==> config.mk <==
export PLATFORM = sky130hd
export DESIGN_NAME = stack_allocator_engine_top_flat
export DESIGN_NICKNAME = d
export VERILOG_FILES = /design/src/hdl/sae_pkg.sv /design/src/hdl/sae_req_if.sv /design/src/hdl/sae_rsp_if.sv /design/src/hdl/sae_ram.sv /design/src/hdl/sae_ctrl.sv /design/src/hdl/sae_datapath.sv /design/src/hdl/stack_allocator_engine_top.sv /design/src/flat_wrapper.sv
export VERILOG_INCLUDE_DIRS = /design/src /design/src/hdl
export SDC_FILE = /design/constraint.sdc
export NUM_CORES = 2
export LEC_CHECK = 0
export BUFFER_PORTS_ARGS = -buffer_cell sky130_fd_sc_hd__buf_2
export CAP_MARGIN = 20
export CORE_ASPECT_RATIO = 0.8
export CORE_MARGIN = 10
export CORE_UTILIZATION = 45
export CTS_BUF_LIST = sky130_fd_sc_hd__clkbuf_4 sky130_fd_sc_hd__clkbuf_8 sky130_fd_sc_hd__clkbuf_16
export DETAILED_ROUTE_END_ITERATION = 12
export GPL_TIMING_DRIVEN = 0
export PLACE_DENSITY = 0.66
export SYNTH_ARGS = -nofsm -noshare
export SYNTH_HDL_FRONTEND = slang
export SYNTH_HIERARCHICAL = 1
export SYNTH_SLANG_ARGS = --single-unit
==> constraint.sdc <==
create_clock -name clk_i -period 17.1 [get_ports clk_i]
set_input_delay 2.565 -clock clk_i [delete_from_list [all_inputs] [get_ports clk_i]]
set_output_delay 2.565 -clock clk_i [all_outputs]
set_load 0.01 [all_outputs]
==> src/hdl/stack_allocator_engine_top_defines.svh <==
// ----------------------------------------------------------------------------
// Stack allocator engine assertion macros
// Shared property templates for the concurrent checks of the top level.
// ----------------------------------------------------------------------------
`ifndef STACK_ALLOCATOR_ENGINE_TOP_DEFINES_SVH
`define STACK_ALLOCATOR_ENGINE_TOP_DEFINES_SVH

// same-cycle implication, disabled while reset is asserted
`define SAE_ASSERT_SAME(lbl, clk, rst_n, ante, cons, msg) \
  lbl: assert property (@(posedge clk) disable iff (!(rst_n)) (ante) |-> (cons)) \
    else $error(msg);

// next-cycle implication, disabled while reset is asserted
`define SAE_ASSERT_NEXT(lbl, clk, rst_n, ante, cons, msg) \
  lbl: assert property (@(posedge clk) disable iff (!(rst_n)) (ante) |=> (cons)) \
    else $error(msg);

`endif

==> src/hdl/sae_pkg.sv <==
// ----------------------------------------------------------------------------
// Stack allocator engine package
// Codes, widths, control structs and the padding function.
// ----------------------------------------------------------------------------
`default_nettype none

package sae_pkg;

  localparam int unsigned ADDR_W      = 32;
  localparam int unsigned OFFS_W      = 21;
  localparam int unsigned BYTES_W     = 21;
  localparam int unsigned ALIGN_W     = 4;
  localparam int unsigned PAD_W       = 8;
  localparam int unsigned STAT_W      = 3;
  localparam int unsigned HDR_W       = PAD_W + OFFS_W;
  localparam int unsigned SUM_W       = OFFS_W + 2;
  localparam int unsigned CFG_IDX_W   = 1;
  localparam int unsigned CFG_DATA_W  = 32;

  localparam int unsigned HEADER_BYTES = 16;
  localparam int unsigned POOL_MAX     = 1048576;
  localparam logic [OFFS_W-1:0] POOL_RESET = OFFS_W'(POOL_MAX);

  // alignment is clamped to 128 bytes
  localparam logic [2:0] ALIGN_CAP_LOG2 = 3'd7;

  // request commands
  localparam logic [1:0] CMD_ALLOC = 2'd0;
  localparam logic [1:0] CMD_FREE  = 2'd1;
  localparam logic [1:0] CMD_RESET = 2'd2;

  // result status codes
  localparam logic [STAT_W-1:0] STAT_OK        = 3'd0;
  localparam logic [STAT_W-1:0] STAT_OVERFLOW  = 3'd1;
  localparam logic [STAT_W-1:0] STAT_NULL      = 3'd2;
  localparam logic [STAT_W-1:0] STAT_OOB       = 3'd3;
  localparam logic [STAT_W-1:0] STAT_FREED     = 3'd4;
  localparam logic [STAT_W-1:0] STAT_NOT_LAST  = 3'd5;
  localparam logic [STAT_W-1:0] STAT_FULL      = 3'd6;

  // configuration register indexes
  localparam logic [CFG_IDX_W-1:0] REG_BASE_ADDRESS = 1'd0;
  localparam logic [CFG_IDX_W-1:0] REG_POOL_SIZE    = 1'd1;

  typedef enum logic [1:0] {
    ST_IDLE,
    ST_CALC,
    ST_DECIDE
  } state_e;

  typedef struct packed {
    logic accept;   // latch the request, issue the header read
    logic calc;     // form the sums and capture the header
    logic commit;   // update state, load the result register
  } ctrl_cmd_t;

  typedef struct packed {
    logic out_free;
  } dp_stat_t;

  // Padding from the current address up to the next aligned one, grown by
  // whole alignment units until it leaves room for a header.
  function automatic logic [PAD_W-1:0] pad_calc(input logic [6:0] cur_lo,
                                                input logic [2:0] lg);
    logic [9:0] a;
    logic [9:0] modv;
    logic [9:0] pad0;
    logic [9:0] need;
    logic [9:0] padv;
    a    = 10'(1) << lg;
    modv = {3'b000, cur_lo} & (a - 10'd1);
    pad0 = (modv != 10'd0) ? (a - modv) : 10'd0;
    padv = pad0;
    if (pad0 < 10'(HEADER_BYTES)) begin
      need = 10'(HEADER_BYTES) - pad0;
      padv = pad0 + (((need + a - 10'd1) >> lg) << lg);
    end
    return padv[PAD_W-1:0];
  endfunction

endpackage

`default_nettype wire

==> src/hdl/sae_req_if.sv <==
// ----------------------------------------------------------------------------
// Stack allocator request channel
// Valid/ready channel carrying one allocator command.
// ----------------------------------------------------------------------------
`default_nettype none

interface sae_req_if;
  import sae_pkg::*;

  logic                 valid;
  logic                 ready;
  logic [1:0]           command;
  logic [BYTES_W-1:0]   request_bytes;
  logic [ALIGN_W-1:0]   alignment_log2;
  logic [ADDR_W-1:0]    address;

  modport source (output valid, command, request_bytes, alignment_log2, address,
                  input ready);
  modport sink   (input valid, command, request_bytes, alignment_log2, address,
                  output ready);
endinterface

`default_nettype wire

==> src/hdl/sae_rsp_if.sv <==
// ----------------------------------------------------------------------------
// Stack allocator response channel
// Valid/ready channel carrying one allocator result.
// ----------------------------------------------------------------------------
`default_nettype none

interface sae_rsp_if;
  import sae_pkg::*;

  logic                 valid;
  logic                 ready;
  logic [STAT_W-1:0]    status;
  logic [ADDR_W-1:0]    result_address;
  logic [OFFS_W-1:0]    offset_now;

  modport source (output valid, status, result_address, offset_now,
                  input ready);
  modport sink   (input valid, status, result_address, offset_now,
                  output ready);
endinterface

`default_nettype wire

==> src/hdl/sae_ram.sv <==
// ----------------------------------------------------------------------------
// Generic single-port-write RAM
// One write port, one read port with registered read data.
// ----------------------------------------------------------------------------
`default_nettype none

module sae_ram #(
  parameter int unsigned WIDTH = 29,
  parameter int unsigned DEPTH = 64
) (
  input  wire logic                     clk_i,
  input  wire logic                     we_i,
  input  wire logic [$clog2(DEPTH)-1:0] waddr_i,
  input  wire logic [WIDTH-1:0]         wdata_i,
  input  wire logic                     re_i,
  input  wire logic [$clog2(DEPTH)-1:0] raddr_i,
  output logic      [WIDTH-1:0]         rdata_o
);

  logic [WIDTH-1:0] mem_q [DEPTH];

  always_ff @(posedge clk_i) begin
    if (we_i) begin
      mem_q[waddr_i] <= wdata_i;
    end
    if (re_i) begin
      rdata_o <= mem_q[raddr_i];
    end
  end

endmodule

`default_nettype wire

==> src/hdl/sae_ctrl.sv <==
// ----------------------------------------------------------------------------
// Stack allocator controller
// Sequences accept, calculate and commit for one request at a time.
// ----------------------------------------------------------------------------
`default_nettype none

module sae_ctrl import sae_pkg::*; (
  input  wire logic      clk_i,
  input  wire logic      rst_ni,
  input  wire logic      req_valid_i,
  output logic           req_ready_o,
  input  wire dp_stat_t  stat_i,
  output ctrl_cmd_t      cmd_o
);

  state_e state_q, state_d;

  always_ff @(posedge clk_i or negedge rst_ni) begin
    if (!rst_ni) begin
      state_q <= ST_IDLE;
    end else begin
      state_q <= state_d;
    end
  end

  always_comb begin
    state_d     = state_q;
    req_ready_o = 1'b0;
    cmd_o       = '0;
    unique case (state_q)
      ST_IDLE: begin
        req_ready_o = 1'b1;
        if (req_valid_i) begin
          cmd_o.accept = 1'b1;
          state_d      = ST_CALC;
        end
      end
      ST_CALC: begin
        cmd_o.calc = 1'b1;
        state_d    = ST_DECIDE;
      end
      ST_DECIDE: begin
        // hold until the result register can take the new result
        if (stat_i.out_free) begin
          cmd_o.commit = 1'b1;
          state_d      = ST_IDLE;
        end
      end
      default: begin
        state_d = ST_IDLE;
      end
    endcase
  end

endmodule

`default_nettype wire

==> src/hdl/sae_datapath.sv <==
// ----------------------------------------------------------------------------
// Stack allocator datapath
// Offsets, header stack, configuration registers and result register.
// ----------------------------------------------------------------------------
`default_nettype none

module sae_datapath import sae_pkg::*; #(
  parameter int unsigned MAX_ALLOCS = 64
) (
  input  wire logic                  clk_i,
  input  wire logic                  rst_ni,
  input  wire ctrl_cmd_t             cmd_i,
  output dp_stat_t                   stat_o,
  input  wire logic                  cfg_we_i,
  input  wire logic [CFG_IDX_W-1:0]  cfg_index_i,
  input  wire logic [CFG_DATA_W-1:0] cfg_data_i,
  input  wire logic [1:0]            command_i,
  input  wire logic [BYTES_W-1:0]    request_bytes_i,
  input  wire logic [ALIGN_W-1:0]    alignment_log2_i,
  input  wire logic [ADDR_W-1:0]     address_i,
  output logic                       out_valid_o,
  input  wire logic                  out_ready_i,
  output logic [STAT_W-1:0]          status_o,
  output logic [ADDR_W-1:0]          result_address_o,
  output logic [OFFS_W-1:0]          offset_now_o
);

  localparam int unsigned CNT_W = $clog2(MAX_ALLOCS + 1);
  localparam int unsigned IDX_W = $clog2(MAX_ALLOCS);
  localparam logic [CNT_W-1:0] CNT_MAX = CNT_W'(MAX_ALLOCS);

  // configuration and allocator state
  logic [ADDR_W-1:0] base_q;
  logic [OFFS_W-1:0] pool_q;
  logic [OFFS_W-1:0] top_q, top_d;
  logic [OFFS_W-1:0] prev_q, prev_d;
  logic [CNT_W-1:0]  cnt_q, cnt_d;

  // latched request
  logic [1:0]         cmd_q;
  logic [BYTES_W-1:0] bytes_q;
  logic [ADDR_W-1:0]  addr_q;
  logic [PAD_W-1:0]   pad_q;

  // intermediate sums
  logic [SUM_W-1:0]   sum_q;
  logic [ADDR_W:0]    limit_q;
  logic [ADDR_W:0]    top_addr_q;
  logic [ADDR_W:0]    tgt_q;
  logic [ADDR_W-1:0]  res_q;
  logic [OFFS_W-1:0]  hdr_prev_q;

  // result register
  logic               out_valid_q;
  logic [STAT_W-1:0]  out_status_q;
  logic [ADDR_W-1:0]  out_addr_q;
  logic [OFFS_W-1:0]  out_offs_q;

  logic [2:0]         lg_clamped;
  logic [HDR_W-1:0]   hdr_rdata;
  logic               hdr_we;
  logic [STAT_W-1:0]  status_d;
  logic [ADDR_W-1:0]  result_d;
  logic [ADDR_W:0]    addr_ext;

  assign lg_clamped = (alignment_log2_i > {1'b0, ALIGN_CAP_LOG2}) ? ALIGN_CAP_LOG2
                                                                 : alignment_log2_i[2:0];
  assign addr_ext   = {1'b0, addr_q};

  sae_ram #(
    .WIDTH (HDR_W),
    .DEPTH (MAX_ALLOCS)
  ) u_hdr_ram (
    .clk_i   (clk_i),
    .we_i    (hdr_we),
    .waddr_i (cnt_q[IDX_W-1:0]),
    .wdata_i ({pad_q, prev_q}),
    .re_i    (cmd_i.accept),
    .raddr_i (IDX_W'(cnt_q - CNT_W'(1))),
    .rdata_o (hdr_rdata)
  );

  always_ff @(posedge clk_i or negedge rst_ni) begin
    if (!rst_ni) begin
      base_q <= '0;
      pool_q <= POOL_RESET;
    end else if (cfg_we_i) begin
      unique case (cfg_index_i)
        REG_BASE_ADDRESS: base_q <= cfg_data_i;
        REG_POOL_SIZE:    pool_q <= cfg_data_i[OFFS_W-1:0];
        default: ;
      endcase
    end
  end

  // request capture and sums; no reset needed
  always_ff @(posedge clk_i) begin
    if (cmd_i.accept) begin
      cmd_q   <= command_i;
      bytes_q <= request_bytes_i;
      addr_q  <= address_i;
      pad_q   <= pad_calc(base_q[6:0] + top_q[6:0], lg_clamped);
    end
    if (cmd_i.calc) begin
      sum_q      <= SUM_W'(top_q) + SUM_W'(pad_q) + SUM_W'(bytes_q);
      limit_q    <= {1'b0, base_q} + (ADDR_W + 1)'(pool_q);
      top_addr_q <= {1'b0, base_q} + (ADDR_W + 1)'(top_q);
      tgt_q      <= {1'b0, base_q} + (ADDR_W + 1)'(prev_q)
                    + (ADDR_W + 1)'(hdr_rdata[HDR_W-1:OFFS_W]);
      res_q      <= base_q + ADDR_W'(top_q) + ADDR_W'(pad_q);
      hdr_prev_q <= hdr_rdata[OFFS_W-1:0];
    end
  end

  // decision on the captured sums
  always_comb begin
    top_d    = top_q;
    prev_d   = prev_q;
    cnt_d    = cnt_q;
    status_d = STAT_OK;
    result_d = '0;
    hdr_we   = 1'b0;
    unique case (cmd_q)
      CMD_ALLOC: begin
        if (sum_q > SUM_W'(pool_q)) begin
          status_d = STAT_OVERFLOW;
        end else if (cnt_q >= CNT_MAX) begin
          status_d = STAT_FULL;
        end else begin
          hdr_we   = cmd_i.commit;
          cnt_d    = cnt_q + CNT_W'(1);
          prev_d   = top_q;
          top_d    = sum_q[OFFS_W-1:0];
          result_d = res_q;
        end
      end
      CMD_FREE: begin
        if (addr_q == '0) begin
          status_d = STAT_NULL;
        end else if (addr_q < base_q || addr_ext >= limit_q) begin
          status_d = STAT_OOB;
        end else if (addr_ext >= top_addr_q) begin
          status_d = STAT_FREED;
        end else if (cnt_q == '0 || addr_ext != tgt_q) begin
          status_d = STAT_NOT_LAST;
        end else begin
          top_d  = prev_q;
          prev_d = hdr_prev_q;
          cnt_d  = cnt_q - CNT_W'(1);
        end
      end
      CMD_RESET: begin
        top_d  = '0;
        prev_d = '0;
        cnt_d  = '0;
      end
      default: ;
    endcase
  end

  always_ff @(posedge clk_i or negedge rst_ni) begin
    if (!rst_ni) begin
      top_q  <= '0;
      prev_q <= '0;
      cnt_q  <= '0;
    end else if (cmd_i.commit) begin
      top_q  <= top_d;
      prev_q <= prev_d;
      cnt_q  <= cnt_d;
    end
  end

  always_ff @(posedge clk_i or negedge rst_ni) begin
    if (!rst_ni) begin
      out_valid_q <= 1'b0;
    end else if (cmd_i.commit) begin
      out_valid_q <= 1'b1;
    end else if (out_ready_i) begin
      out_valid_q <= 1'b0;
    end
  end

  always_ff @(posedge clk_i) begin
    if (cmd_i.commit) begin
      out_status_q <= status_d;
      out_addr_q   <= result_d;
      out_offs_q   <= top_d;
    end
  end

  assign stat_o.out_free  = !out_valid_q || out_ready_i;
  assign out_valid_o      = out_valid_q;
  assign status_o         = out_status_q;
  assign result_address_o = out_addr_q;
  assign offset_now_o     = out_offs_q;

endmodule

`default_nettype wire

==> src/hdl/stack_allocator_engine_top.sv <==
// ----------------------------------------------------------------------------
// Stack allocator engine top level
// Bump-pointer allocator with a bounded header stack over a configured pool.
// ----------------------------------------------------------------------------
//  channel  dir  handshake                payload
//  req_i    in   req_i.valid/ready        command, request_bytes,
//                                         alignment_log2, address
//  rsp_o    out  rsp_o.valid/ready        status, result_address, offset_now
//  cfg      in   cfg_valid_i/cfg_ready_o  cfg_index_i, cfg_data_i
//
//  A request passes through three steps: accept (header read issued), calculate
//  (registered header RAM read, wide sums), commit. The header RAM read and
//  the 33-bit address sums set this division into steps.
//  A new request is accepted only in the idle state; commit waits while the
//  result register still holds an untaken result.
//  Reset clears offsets, header count and base address, sets pool size to POOL_MAX; no clearing pass.
// ----------------------------------------------------------------------------
`default_nettype none
`include "stack_allocator_engine_top_defines.svh"

module stack_allocator_engine_top import sae_pkg::*; #(
  parameter int unsigned MAX_ALLOCS = 64
) (
  input  wire logic                  clk_i,
  input  wire logic                  rst_ni,
  sae_req_if.sink                    req_i,
  sae_rsp_if.source                  rsp_o,
  input  wire logic                  cfg_valid_i,
  output logic                       cfg_ready_o,
  input  wire logic [CFG_IDX_W-1:0]  cfg_index_i,
  input  wire logic [CFG_DATA_W-1:0] cfg_data_i
);

  ctrl_cmd_t ctrl_cmd;
  dp_stat_t  dp_stat;
  logic      req_ready;

  assign cfg_ready_o = 1'b1;
  assign req_i.ready = req_ready;

  sae_ctrl u_ctrl (
    .clk_i       (clk_i),
    .rst_ni      (rst_ni),
    .req_valid_i (req_i.valid),
    .req_ready_o (req_ready),
    .stat_i      (dp_stat),
    .cmd_o       (ctrl_cmd)
  );

  sae_datapath #(
    .MAX_ALLOCS (MAX_ALLOCS)
  ) u_datapath (
    .clk_i            (clk_i),
    .rst_ni           (rst_ni),
    .cmd_i            (ctrl_cmd),
    .stat_o           (dp_stat),
    .cfg_we_i         (cfg_valid_i),
    .cfg_index_i      (cfg_index_i),
    .cfg_data_i       (cfg_data_i),
    .command_i        (req_i.command),
    .request_bytes_i  (req_i.request_bytes),
    .alignment_log2_i (req_i.alignment_log2),
    .address_i        (req_i.address),
    .out_valid_o      (rsp_o.valid),
    .out_ready_i      (rsp_o.ready),
    .status_o         (rsp_o.status),
    .result_address_o (rsp_o.result_address),
    .offset_now_o     (rsp_o.offset_now)
  );

  // a failed or non-allocating transaction returns a null address
  `SAE_ASSERT_SAME(a_fail_null_addr, clk_i, rst_ni, rsp_o.valid && rsp_o.status != STAT_OK, rsp_o.result_address == '0, "failed transaction carries an address")

  // one request at a time: no accept straight after an accept
  `SAE_ASSERT_NEXT(a_single_issue, clk_i, rst_ni, req_i.valid && req_ready, !req_ready, "request accepted while busy")

  // a fresh result follows a busy cycle
  `SAE_ASSERT_SAME(a_result_after_work, clk_i, rst_ni, $rose(rsp_o.valid), $past(!req_ready), "result appeared without work")

endmodule

`default_nettype wire
==> src/flat_wrapper.sv <==
// flat-port wrapper written by rule: the top's interface ports become plain ports
module stack_allocator_engine_top_flat import sae_pkg::*;
#(
  parameter int unsigned MAX_ALLOCS = 64
)
  (clk_i, rst_ni, cfg_valid_i, cfg_ready_o, cfg_index_i, cfg_data_i, req_i_valid, req_i_command, req_i_request_bytes, req_i_alignment_log2, req_i_address, req_i_ready, rsp_o_valid, rsp_o_status, rsp_o_result_address, rsp_o_offset_now, rsp_o_ready);
  sae_req_if req_i_i ();
  sae_rsp_if rsp_o_i ();
  input  wire logic clk_i;
  input  wire logic rst_ni;
  input  wire logic cfg_valid_i;
  output logic cfg_ready_o;
  input  wire logic [CFG_IDX_W-1:0] cfg_index_i;
  input  wire logic [CFG_DATA_W-1:0] cfg_data_i;
  input wire logic [$bits(req_i_i.valid)-1:0] req_i_valid;
  input wire logic [$bits(req_i_i.command)-1:0] req_i_command;
  input wire logic [$bits(req_i_i.request_bytes)-1:0] req_i_request_bytes;
  input wire logic [$bits(req_i_i.alignment_log2)-1:0] req_i_alignment_log2;
  input wire logic [$bits(req_i_i.address)-1:0] req_i_address;
  output wire logic [$bits(req_i_i.ready)-1:0] req_i_ready;
  output wire logic [$bits(rsp_o_i.valid)-1:0] rsp_o_valid;
  output wire logic [$bits(rsp_o_i.status)-1:0] rsp_o_status;
  output wire logic [$bits(rsp_o_i.result_address)-1:0] rsp_o_result_address;
  output wire logic [$bits(rsp_o_i.offset_now)-1:0] rsp_o_offset_now;
  input wire logic [$bits(rsp_o_i.ready)-1:0] rsp_o_ready;
  assign req_i_i.valid = req_i_valid;
  assign req_i_i.command = req_i_command;
  assign req_i_i.request_bytes = req_i_request_bytes;
  assign req_i_i.alignment_log2 = req_i_alignment_log2;
  assign req_i_i.address = req_i_address;
  assign req_i_ready = req_i_i.ready;
  assign rsp_o_valid = rsp_o_i.valid;
  assign rsp_o_status = rsp_o_i.status;
  assign rsp_o_result_address = rsp_o_i.result_address;
  assign rsp_o_offset_now = rsp_o_i.offset_now;
  assign rsp_o_i.ready = rsp_o_ready;
  stack_allocator_engine_top #(.MAX_ALLOCS(MAX_ALLOCS)) u_core (.clk_i(clk_i), .rst_ni(rst_ni), .req_i(req_i_i), .rsp_o(rsp_o_i), .cfg_valid_i(cfg_valid_i), .cfg_ready_o(cfg_ready_o), .cfg_index_i(cfg_index_i), .cfg_data_i(cfg_data_i));
endmodule
# Word level (Yosys, flattened, before mapping)
# Memory sizes are Yosys's and may differ from the RTL's. A register that Yosys moved wholly into a read port is not among the register bits.
# Cells that the tools add are included.
# totals
regBits	399
mem_bits_rw	1856
in_bits	97
out_inout_bits	59
wordCells	127
memories	1
# mem_list
memory	depth	word_bits	rd	rd_clocked_by_memory_dff	wr	line_no	source
u_core.u_datapath.u_hdr_ram.mem_q	64	29	1	1	1	sae_ram.sv:20	logic [WIDTH-1:0] mem_q [DEPTH];
# op_classes
add_sub_neg	17
n_lt_le_gt_ge	7
n_eq_ne	13
shifts	3
mux	47
n_bitwise	3
n_reduce_logical	16
# ops
cell	count
$mux W21	12
$pmux W21 S3	2
$add A32 B21 Y33	3
$ge A32 B33 Y1	2
$mux W7	6
$add A33 B8 Y33	1
$ne A32 B33 Y1	1
$add A32 B21 Y32	1
$add A32 B8 Y32	1
$logic_not A32 Y1	1
$lt A32 B32 Y1	1
$add A22 B21 Y23	1
$gt A23 B21 Y1	1
$add A21 B8 Y22	1
$mux W3	7
$pmux W7 S3	1
$sub A10 B1 Y10 const B	2
$ne A2 B2 Y1 const B	7
$mux W1	13
$add A10 B10 Y10	1
$and A7 B10 Y10	1
$lt A10 B5 Y1 const B	1
$mux W10	1
$reduce_bool A10 Y1	1
other kinds (28)	37

# Depth between registers and ports, before layout
# depth
word_depth	14
ltp_mapped	35
ltp_nobuf	32

# Hierarchy
# The synthesis kept the hierarchy.
# modules_own_cells
module	instances	cells_each	area_each_um2
sae_ram	1	3407	72908.7
sae_datapath	1	2459	25936.1
sae_ctrl	1	9	95.1
stack_allocator_engine_top	1	2	11.3

# Worst setup path before layout
# Ideal clock, no wire load.
# synth_timing
path_kind	input to register
start	input req_i_alignment_log2[2]
end	register u_core.u_datapath.pad_q[7], data pin
setup_ns	0.260
arrival_time_ns	8.790
slack_ns	8.050
path_stages	34
path_buffers	2
path_cell_list	buf_2 or2_2 clkbuf_1 nor2_1 nand2_1 ha_1 nor2_1 inv_1 ha_1 a21bo_1 a31oi_2 a21o_1 a21boi_2 xnor2_1 nand2_1 ha_1 ha_1 a41o_1 o21ai_0 nand3_1 o311ai_1 a31oi_1 a22o_1 or3_1 inv_1 ha_1 a21o_1 a21oi_1 o21bai_1 a21oi_1 o21bai_1 a21oi_1 xor2_1 o31ai_1
# synth_via
elab_chain_cells	14
# synth_rtl
item	line_no	source
start, declared	flat_wrapper.sv:18	input wire logic [$bits(req_i_i.alignment_log2)-1:0] req_i_alignment_log2;
$gt A4 B3 Y1	sae_datapath.sv:66	assign lg_clamped = (alignment_log2_i > {1'b0, ALIGN_CAP_LOG2}) ? ALIGN_CAP_LOG2
$mux W3 (*)	sae_datapath.sv:66	
$shl A1 B3 Y10	sae_pkg.sv:70	a = 10'(1) << lg;
$sub A10 B1 Y10	sae_pkg.sv:71	modv = {3'b000, cur_lo} & (a - 10'd1);
$and A7 B10 Y10	sae_pkg.sv:71	
$sub A10 B10 Y10 / $reduce_bool A10 Y1 (equally long branches)	sae_pkg.sv:72	pad0 = (modv != 10'd0) ? (a - modv) : 10'd0;
$mux W10	sae_pkg.sv:72	
$sub A5 B10 Y10	sae_pkg.sv:75	need = 10'(HEADER_BYTES) - pad0;
$add A10 B10 Y10	sae_pkg.sv:76	padv = pad0 + (((need + a - 10'd1) >> lg) << lg);
$sub A10 B1 Y10	sae_pkg.sv:76	
$shr A10 B3 Y10	sae_pkg.sv:76	
$shl A10 B3 Y8	sae_pkg.sv:76	
$add A8 B8 Y8	sae_pkg.sv:76	
$mux W8 (*)	sae_pkg.sv:74	if (pad0 < 10'(HEADER_BYTES)) begin
end signal, assigned	sae_datapath.sv:102	pad_q <= pad_calc(base_q[6:0] + top_q[6:0], lg_clamped);
end, declared	sae_datapath.sv:43	logic [PAD_W-1:0] pad_q;
# Mark *: on every way between the ends. The rest lies on a longest branch, timed or not.
# A chain may end at the register's enable or synchronous reset.

# Worst setup path after layout
# Same ends and word-level chain as after synthesis.

==> flow_summary.toml <==
[power_and_ir_drop]
leakage_nw = 39.1
powerDensity_nw_per_um2 = 196
ir_drop_v = 0.000169

[die]
io_pins = 156
initial_core_util_pct = 45.4
die_w_um = 544
die_y_um = 439
rows = 153
die-area_um2 = 239000
core_um2 = 218000

[logic_synthesis]
synth_ff_type = "edfxtp_1"
avgSynthCellArea_um2 = 16.8
syn-cell-area_um2 = 99000
syn-num-nets = 6295
yosys_warnings = 6
syn_inst = 5877
async_reset_ff_share_pct = 4.60
synth-seq-area-share_pct = 68.8
synth_edf_count = 2179
ys_seq_elements = 2284
yosysUniqueCellTypes = 107

[clocking]
ctsRootBufferMaster = "clkbuf_16"
clockBufferDepth = 4
cts_setup_buffers = 0
clk_pin_slew_worst_paths_ns = 0.06
cts_resized = 0
clk_latency_ns = 0.90
cts_max_level = 4
clock-sinks = 2284
cts_buffers = 213
ctsHoldBuffers = 0
cts_tree = "done"

[setup_path]
worst-r2r-setup-slack_ns = 8.58
critical_path.max_fanout = 10
timing_worst_setup_path_type = "in -> reg"
startpoint_type = "input pin"
worstReg2RegEnd = "u_core/u_datapath/pad_q[7]"
crit_arrival_ns = 10.46
r2r_cells = 31
worst_path_max_delay_cell = "a2111oi_1"
cpPeakStageDelay_ns = 0.78
cp-end-kind = "flip-flop"
reg2reg_from = "u_core/u_datapath/top_q[1]"
critPathRequiredTime_ns = 17.72

[detailed_routing]
drt_wl_total_um = 294000
drtPass1Iterations = 6
drc = 0
via_per_inst = 6.22
routedWlPerCell_um = 31.2
drtIter0Drc = 8531
num_vias = 58602
antenna_left = 0

[grt]
grt_max_degree = 71
grt_pass1_wl_um = 414000
grtUsageTotal_pct = 23.9
grt_pass1_vias = 55777
antenna_found_initial = 27
grt-ovfl-total = 0

[sta]
fin_crit_sh_pct = 57.5
tns_ns = 0
hold_viol = 0
fmax_mhz = 102
finalCriticalPeriod_ns = 9.84
slew_viol_final = 0
setup_ws_ns = 7.26
worst_slew_pin_slew_ns = 1.32
relSlewSlack_pct = 12.3
rsz0062_at_grt = "no"
clock_skew_ns = 0.0885
setup_viol = 0

[final_layout]
nets = 6786
multi_input_area_um2 = 29000
final_common_cell = "edfxtp_1"
area_growth_pct = 14.5
mostFrequentLayoutCells = "edfxtp_1 (2,179), mux2i_1 (374), mux4_2 (291)"
fill_cells = 17247
drive_gt1_share_pct = 19.5
seqCellArea_um2 = 68100

[run]
max_cap_violations = 0

[worst_hold_path]
min_path_type = "reg -> reg"
holdPathEnd = "u_core/u_datapath/hdr_prev_q[9]"
worstHoldStart = "u_core/u_datapath/u_hdr_ram/rdata_o[9]"
whs_path_depth = 0

[placement]
io_buffer_count = 151
hpwl_um = 209000
dp_slack_ns = 6.54
globalplace.congestion = 0.961

[outcome]
status = "completed"
stage by stage:
stage	instances	power (mW)	hold WS, ns	utilization (%)	instance area, µm²
floorplan	5877	13.2	0.400	-	99000
global placement	8895	17.0	0.404	47.4	103000
detailed placement	9011	17.3	0.405	48.8	106000
CTS	9395	22.0	0.379	51.9	113000
global route	9405	22.9	0.407	52.0	113000
finish	9417	22.3	0.377	52.0	113000
where the power goes:
| part | internal (mW) | switching, mW | leakage [nW] | total [mW] |
|---|---|---|---|---|
| clock network | 2.67 | 2.05 | 3.42 | 4.72 |
| logic | 3.33 | 6.28 | 14.6 | 9.61 |
| registers | 7.26 | 0.665 | 21.1 | 7.93 |
| total | 13.3 | 9.00 | 39.1 | 22.3 |
metal layers:
layer  routed length, µm  GRT usage, %  up-vias
met5                 193         0.300        -
met4               11100          7.96       16
met3               36300          6.66      556
met2              125000          34.2     3446
met1              121000          35.2    30231
li1                    -             -    24353
cells in the mapped netlist (all sizes together) (13+ instances only):
library cell	n	area, µm²
nor2b	76	475
buf	151	1190
nor3	61	400
a21o	44	330
edfxtp	2179	65400
nand3	71	360
nor4	21	131
o21a	29	218
a221o	36	360
o21ai	175	883
o21bai	14	105
xor2	29	262
o22ai	47	294
nand4	44	275
a22o	13	114
a31oi	55	363
mux2i	374	3740
dfrtp	104	2600
o211a	21	210
mux4	300	6790
ha	277	3470
xnor2	140	1230
nand2	230	863
mux2	75	845
o31ai	13	97.6
nand2b	27	169
or3	14	87.6
clkbuf	115	433
a22oi	163	1220
nor2	209	797
a211oi	44	340
o211ai	33	248
fa	44	881
a21oi	235	1180
and2	50	313
inv	197	739
registers in the layout (all words and copies together), names as in the netlist:
name,flops
u_core/u_ctrl/state_q,2
u_core/u_datapath/addr_q,32
u_core/u_datapath/base_q,32
u_core/u_datapath/bytes_q,21
u_core/u_datapath/cmd_q,2
u_core/u_datapath/cnt_q,7
u_core/u_datapath/hdr_prev_q,21
u_core/u_datapath/limit_q,33
u_core/u_datapath/offset_now_o,21
u_core/u_datapath/out_valid_o,1
u_core/u_datapath/pad_q,8
u_core/u_datapath/pool_q,21
u_core/u_datapath/prev_q,21
u_core/u_datapath/res_q,32
u_core/u_datapath/result_address_o,32
u_core/u_datapath/status_o,3
u_core/u_datapath/sum_q,23
u_core/u_datapath/tgt_q,33
u_core/u_datapath/top_addr_q,33
u_core/u_datapath/top_q,21
u_core/u_datapath/u_hdr_ram/mem_q,1856
u_core/u_datapath/u_hdr_ram/rdata_o,29
final cells by class:
type / instances / area share, %
Antenna cell: 13 / 0.0287
Buffer: 266 / 1.43
Clock buffer: 276 / 5.20
Clock inverter: 108 / 0.833
Inverter: 206 / 0.682
Multi-Input combinational cell: 3121 / 25.6
Sequential cell: 2284 / 60.1
Tap cell: 2867 / 3.17
Timing Repair Buffer: 276 / 2.97
critical path, delay by kind of cell:
kind            cells  cell delay, ns
xor+xnor            1            0.09
fa+ha+maj           5            1.44
compound gates     15            3.68
buf+inv             4            0.80
simple gates        8            1.86
cell families (layout without fill, tap and decap cells):
logic type,Yosys count,in the layout,synth area share [%]
muxes,749,749,11.5
xor gates and xnor gates,169,169,1.50
AOI/OAI and AO/OA,1028,1028,7.10
other,1,14,0.00379
buffers and inverters,472,1132,2.42
and+or+nand+nor,853,853,4.30
DFF,2284,2284,68.8
adders and majority gates,321,321,4.39
worst max-delay path by stage:
stage / startpoint / endpoint / slack (ns) / cells after the start
floorplan: req_i_alignment_log2[2] / u_core/u_datapath/pad_q[7] / 8.05 / 34
global placement: u_core/u_ctrl/state_q[1] / u_core/u_datapath/limit_q[5] / 4.36 / 1
CTS: req_i_alignment_log2[2] / u_core/u_datapath/pad_q[7] / 7.35 / 33
global route: req_i_alignment_log2[2] / u_core/u_datapath/pad_q[7] / 6.63 / 34
detailed placement: req_i_alignment_log2[2] / u_core/u_datapath/pad_q[7] / 6.54 / 33
finish: req_i_alignment_log2[2] / u_core/u_datapath/pad_q[7] / 7.26 / 33
Power figures use the tool's default switching activity.
